[src/sv/pfs_pkg.sv]
// shared types and constants for the printf format stream core
// no dependencies; imported by every module of the block

package pfs_pkg;

    // pointer width used by the pointer conversion
    localparam int ARG_BITS = 64;
    localparam logic [63:0] ARG_MASK = {64{1'b1}} >> (64 - ARG_BITS);

    // digit stack sizing: 16 hex digits is the longest number
    localparam int DIG_DEPTH = 16;
    localparam int DIG_IDX_W = $clog2(DIG_DEPTH);
    localparam int DIG_CNT_W = $clog2(DIG_DEPTH + 1);

    // reciprocal of ten for a 32-bit dividend, shift of 35
    localparam logic [31:0] RECIP_10 = 32'hCCCCCCCD;
    localparam int RECIP_SHIFT = 35;

    // ascii codes
    localparam logic [7:0] CH_PCT   = 8'h25;
    localparam logic [7:0] CH_ZERO  = 8'h30;
    localparam logic [7:0] CH_MINUS = 8'h2D;
    localparam logic [7:0] CH_LC_A  = 8'h61;
    localparam logic [7:0] CH_UC_A  = 8'h41;
    localparam logic [7:0] CH_LC_X  = 8'h78;
    localparam logic [7:0] CH_UC_X  = 8'h58;
    localparam logic [7:0] CH_LC_C  = 8'h63;
    localparam logic [7:0] CH_LC_S  = 8'h73;
    localparam logic [7:0] CH_LC_D  = 8'h64;
    localparam logic [7:0] CH_LC_I  = 8'h69;
    localparam logic [7:0] CH_LC_U  = 8'h75;
    localparam logic [7:0] CH_LC_P  = 8'h70;

    // sequencer states
    typedef enum logic [2:0] {
        S_IDLE = 3'b001,
        S_CONV = 3'b010,
        S_EMIT = 3'b100
    } t_state;

    // digit stack control
    typedef struct packed {
        logic clear;
        logic push;
        logic pop;
    } t_buf_ctrl;

endpackage

[src/sv/pfs_digit_buf.sv]
// digit stack: digits are pushed least significant first, popped most first
// depends on pfs_pkg

module pfs_digit_buf (
    input  logic                        i_clk,
    input  logic                        i_rst_n,
    input  pfs_pkg::t_buf_ctrl          i_ctrl,
    input  logic [3:0]                  i_digit,
    output logic [3:0]                  o_top,
    output logic [pfs_pkg::DIG_CNT_W-1:0] o_count
);
    import pfs_pkg::*;

    logic [3:0]           r_stk [DIG_DEPTH];
    logic [DIG_CNT_W-1:0] r_cnt;
    logic [DIG_CNT_W-1:0] n_cnt;

    // fill count
    always_comb begin
        n_cnt = r_cnt;
        if (i_ctrl.clear) begin
            n_cnt = '0;
        end else if (i_ctrl.push) begin
            n_cnt = r_cnt + 1'b1;
        end else if (i_ctrl.pop) begin
            n_cnt = r_cnt - 1'b1;
        end
    end

    always_ff @(posedge i_clk) begin
        if (!i_rst_n) begin
            r_cnt <= '0;
        end else begin
            r_cnt <= n_cnt;
        end
    end

    // digit storage: shift up on push, down on pop, top sits in entry zero
    always_ff @(posedge i_clk) begin
        if (i_ctrl.push && !i_ctrl.clear) begin
            r_stk[0] <= i_digit;
            for (int k = 1; k < DIG_DEPTH; k++) begin
                r_stk[k] <= r_stk[k-1];
            end
        end else if (i_ctrl.pop && !i_ctrl.clear) begin
            for (int k = 0; k < DIG_DEPTH - 1; k++) begin
                r_stk[k] <= r_stk[k+1];
            end
        end
    end

    assign o_top   = r_stk[0];
    assign o_count = r_cnt;

endmodule

[config.mk]
export PLATFORM = sky130hd
export DESIGN_NAME = pfs_digit_buf
export DESIGN_NICKNAME = d
export VERILOG_FILES = /design/src/sv/pfs_pkg.sv /design/src/sv/pfs_digit_buf.sv
export SDC_FILE = /design/constraint.sdc
export NUM_CORES = 1
export LEC_CHECK = 0
export BUFFER_PORTS_ARGS = -buffer_cell sky130_fd_sc_hd__buf_4
export CAP_MARGIN = 30
export CORE_ASPECT_RATIO = 0.8
export CORE_MARGIN = 2
export CORE_UTILIZATION = 60
export DETAILED_ROUTE_END_ITERATION = 10
export HOLD_SLACK_MARGIN = 0.03
export PLACE_DENSITY = 0.87
export SLEW_MARGIN = 20
export SYNTH_ARGS = -nofsm -noshare
export SYNTH_HDL_FRONTEND = slang
export SYNTH_SLANG_ARGS = --single-unit
[constraint.sdc]
create_clock -name i_clk -period 7.4 [get_ports i_clk]
set_input_delay 0.37 -clock i_clk [delete_from_list [all_inputs] [get_ports i_clk]]
set_output_delay 0.37 -clock i_clk [all_outputs]
set_load 0.01 [all_outputs]
==> impl_metrics.toml <==
[logic_synthesis]
synth_cells = 179
yosys.area_share.simple = 0.0400
synth_fa_ha_area_frac = 0.0190
seq_area_frac_synth = 0.666
yosysWarningCount = 0
synthMuxAreaShare = 0.223
synth_compound_area_frac = 0.0194
synth_seq_cells = 69
synthXorXnorAreaFrac = 0.00577
ys_types = 24
synth_area_sq_um = 3030
synth_fp_nets = 192
postSynthAreaPerCell_sq_um = 17.0
synth_top_family_by_area = "multiplexers"

[run_status]
status = "finished clean"

[floorplanning]
io_pins = 18
core_sq_um = 4950
die_h_microns = 67.6
die_width_microns = 83.5
start_util = 0.613
design.die.area_sq_um = 5650
rows = 23

[pwr]
combPwrFrac = 0.085
swShare = 0.223
vdd_drop_max_v = 0.000187
leakage_nw = 1.20
power.density_nw_per_um2 = 231
p_int_w = 0.000609
power_w = 0.000783
power.clock.fraction = 0.313
switchingPower_w = 0.000174
power_frac_seq = 0.603

[global_routing]
grt_pass1_vias = 1456
grt_max_degree = 61
antenna_found_initial = 0
grt-ovfl-total = 0
grt_pass1_wl_mm = 6.75
gr-usage-all-layers = 0.162

[sta]
rsz0062_at_grt = "no"
timing.hold.ws_ps = 316
setup_viol = 0
max_freq_ghz = 0.594
period_minus_slack_ps = 1680
tns_ps = 0
skew_ps = 5.80
slew_viol_final = 0
worstMarginPinSlew_ps = 720
fin_ws_ps = 5720
hold_viol = 0
fin_crit_sh = 0.228
slew_headroom = 0.520

[layout]
area_growth_syn_to_layout_pct = 11.6
utilization = 0.684
layout_common_cells = "64 x edfxtp_1, 40 x mux2_1, 20 x mux2_2"
antenna_cells = 0
drive_gt1_frac = 0.276
layout_commonest_cell = "edfxtp_1"
fill_cells = 299
fin_nets = 212

[worst_setup_path]
crit_type = "in2reg"
crit_family = "simple AND/OR/NAND/NOR gates"
slowest_delay_ps = 460
critPathMaxFanout = 23
worst-endpoint-required_ps = 7480
cp-end-kind = "flop"
crit_path_top_delay_cell = "nor2_4"
cp.buffers_inverters = 2
cp_cell_sequence = "buf_4, nand2b_1, nor2_4, buf_16, mux2_1"
crit_arrival_ps = 1760
critPathLaunchType = "primary input"

[routing]
wire_per_inst_microns = 16.3
dr.pass1.iters = 4
drt_wl_total_mm = 4.31
antenna_left = 0
drc = 0
drtIter0Drc = 73
vias = 1487
post_drt_via_cell_ratio = 5.61

[place]
dp_hpwl_mm = 2.82
place_congestion = 0.830
portBuffers = 17
pre_cts_slack_ps = 5140

[clocking]
cts_sinks = 69
cts_resized = 0
cts_hold_buf = 0
cts_tree = "done"
cts_setup_buffers = 0
worstSkewPairLatency_ps = 330
clockBufferDepth = 2
htree_levels = 3
clk_pin_slew_ps = 70
cts_buffers = 9
clockRootBuffer = "clkbuf_8"

[hold_path]
min_path_type = "in2reg"

[flow_run]
max-cap-violations = 0
[registers in the layout (all words and copies together) (netlist names)]
register,cells
o_count,5
r_stk,64
[cell type report]
type	count	area, sq um	share of cell area
flip-flops and latches	69	2020	0.597
multi-input cells	97	946	0.279
repair buffers	20	178	0.0525
clock buffers	9	124	0.0366
well taps	62	77.6	0.0229
clock inverters	6	31.3	0.00924
inverters	2	7.51	0.00222
[worst paths after layout]
path / from / slack (ps) / endpoint / cells after the start
hold reg to reg: r_stk[7][3]$_DFFE_PP_ / 440 / r_stk[7][7]$_DFFE_PP_ / 0
setup reg to reg: o_count[3]$_SDFFE_PP0P_ / 5990 / o_count[4]$_SDFFE_PP0P_ / 4
hold / removal: i_digit[0] / 320 / r_stk[0][0]$_DFFE_PP_ / 2
setup / recovery: i_ctrl[1] / 5720 / r_stk[1][1]$_DFFE_PP_ / 5
[Yosys cell counts]
cell type,number,share of area
buf_2,2,0.0033
xnor2_1,2,0.0058
o211ai_1,2,0.0049
nand2b_1,5,0.010
or2_1,1,0.0021
clkbuf_1,1,0.0012
a221o_1,1,0.0033
inv_1,2,0.0025
fa_1,1,0.0066
nand2_1,4,0.0049
buf_4,8,0.020
ha_1,3,0.012
a211oi_1,1,0.0025
a2111o_1,1,0.0037
nor2_1,5,0.0062
a21oi_1,3,0.0049
nand4b_1,1,0.0029
nor2b_1,1,0.0021
nand3_1,5,0.0082
mux2_2,20,0.074
nor4bb_1,1,0.0033
mux2_1,40,0.15
dfxtp_1,5,0.033
edfxtp_1,64,0.63
[power groups by stage]
stage	sequential [W]	combinational (W)	clock [W]
2_1_floorplan	0.000477	0.0000473	0
3_3_place_gp	0.000478	0.0000589	0
6_report	0.000472	0.0000662	0.000245
3_5_place_dp	0.000480	0.0000647	0
4_1_cts	0.000472	0.0000652	0.000251
5_1_grt	0.000475	0.0000730	0.000267
[through the flow]
step | area (sq um) | cells
2_1_floorplan | 3030 | 179
3_3_place_gp | 3190 | 248
3_5_place_dp | 3190 | 248
4_1_cts | 3340 | 263
5_1_grt | 3390 | 265
6_report | 3390 | 265
[kinds of logic after synthesis]
| family | count (synthesis) |
|---|---|
| flip-flops | 69 |
| multiplexers | 60 |
| AND/OR/NAND/NOR | 23 |
| buffers and inverters | 13 |
| AO/OA/AOI/OAI | 8 |
| adder cells (fa/ha/maj) | 4 |
| XOR/XNOR | 2 |
[routing by layer]
metal,vias up,share of wire,track usage,routed length (microns)
met1,721,0.46,0.203,1970
met2,29,0.48,0.254,2090
li1,727,-,-,-
met5,-,0,0,0
met3,10,0.034,0.0587,147
met4,0,0.024,0.0847,104
(Power assumes the default switching activity.)
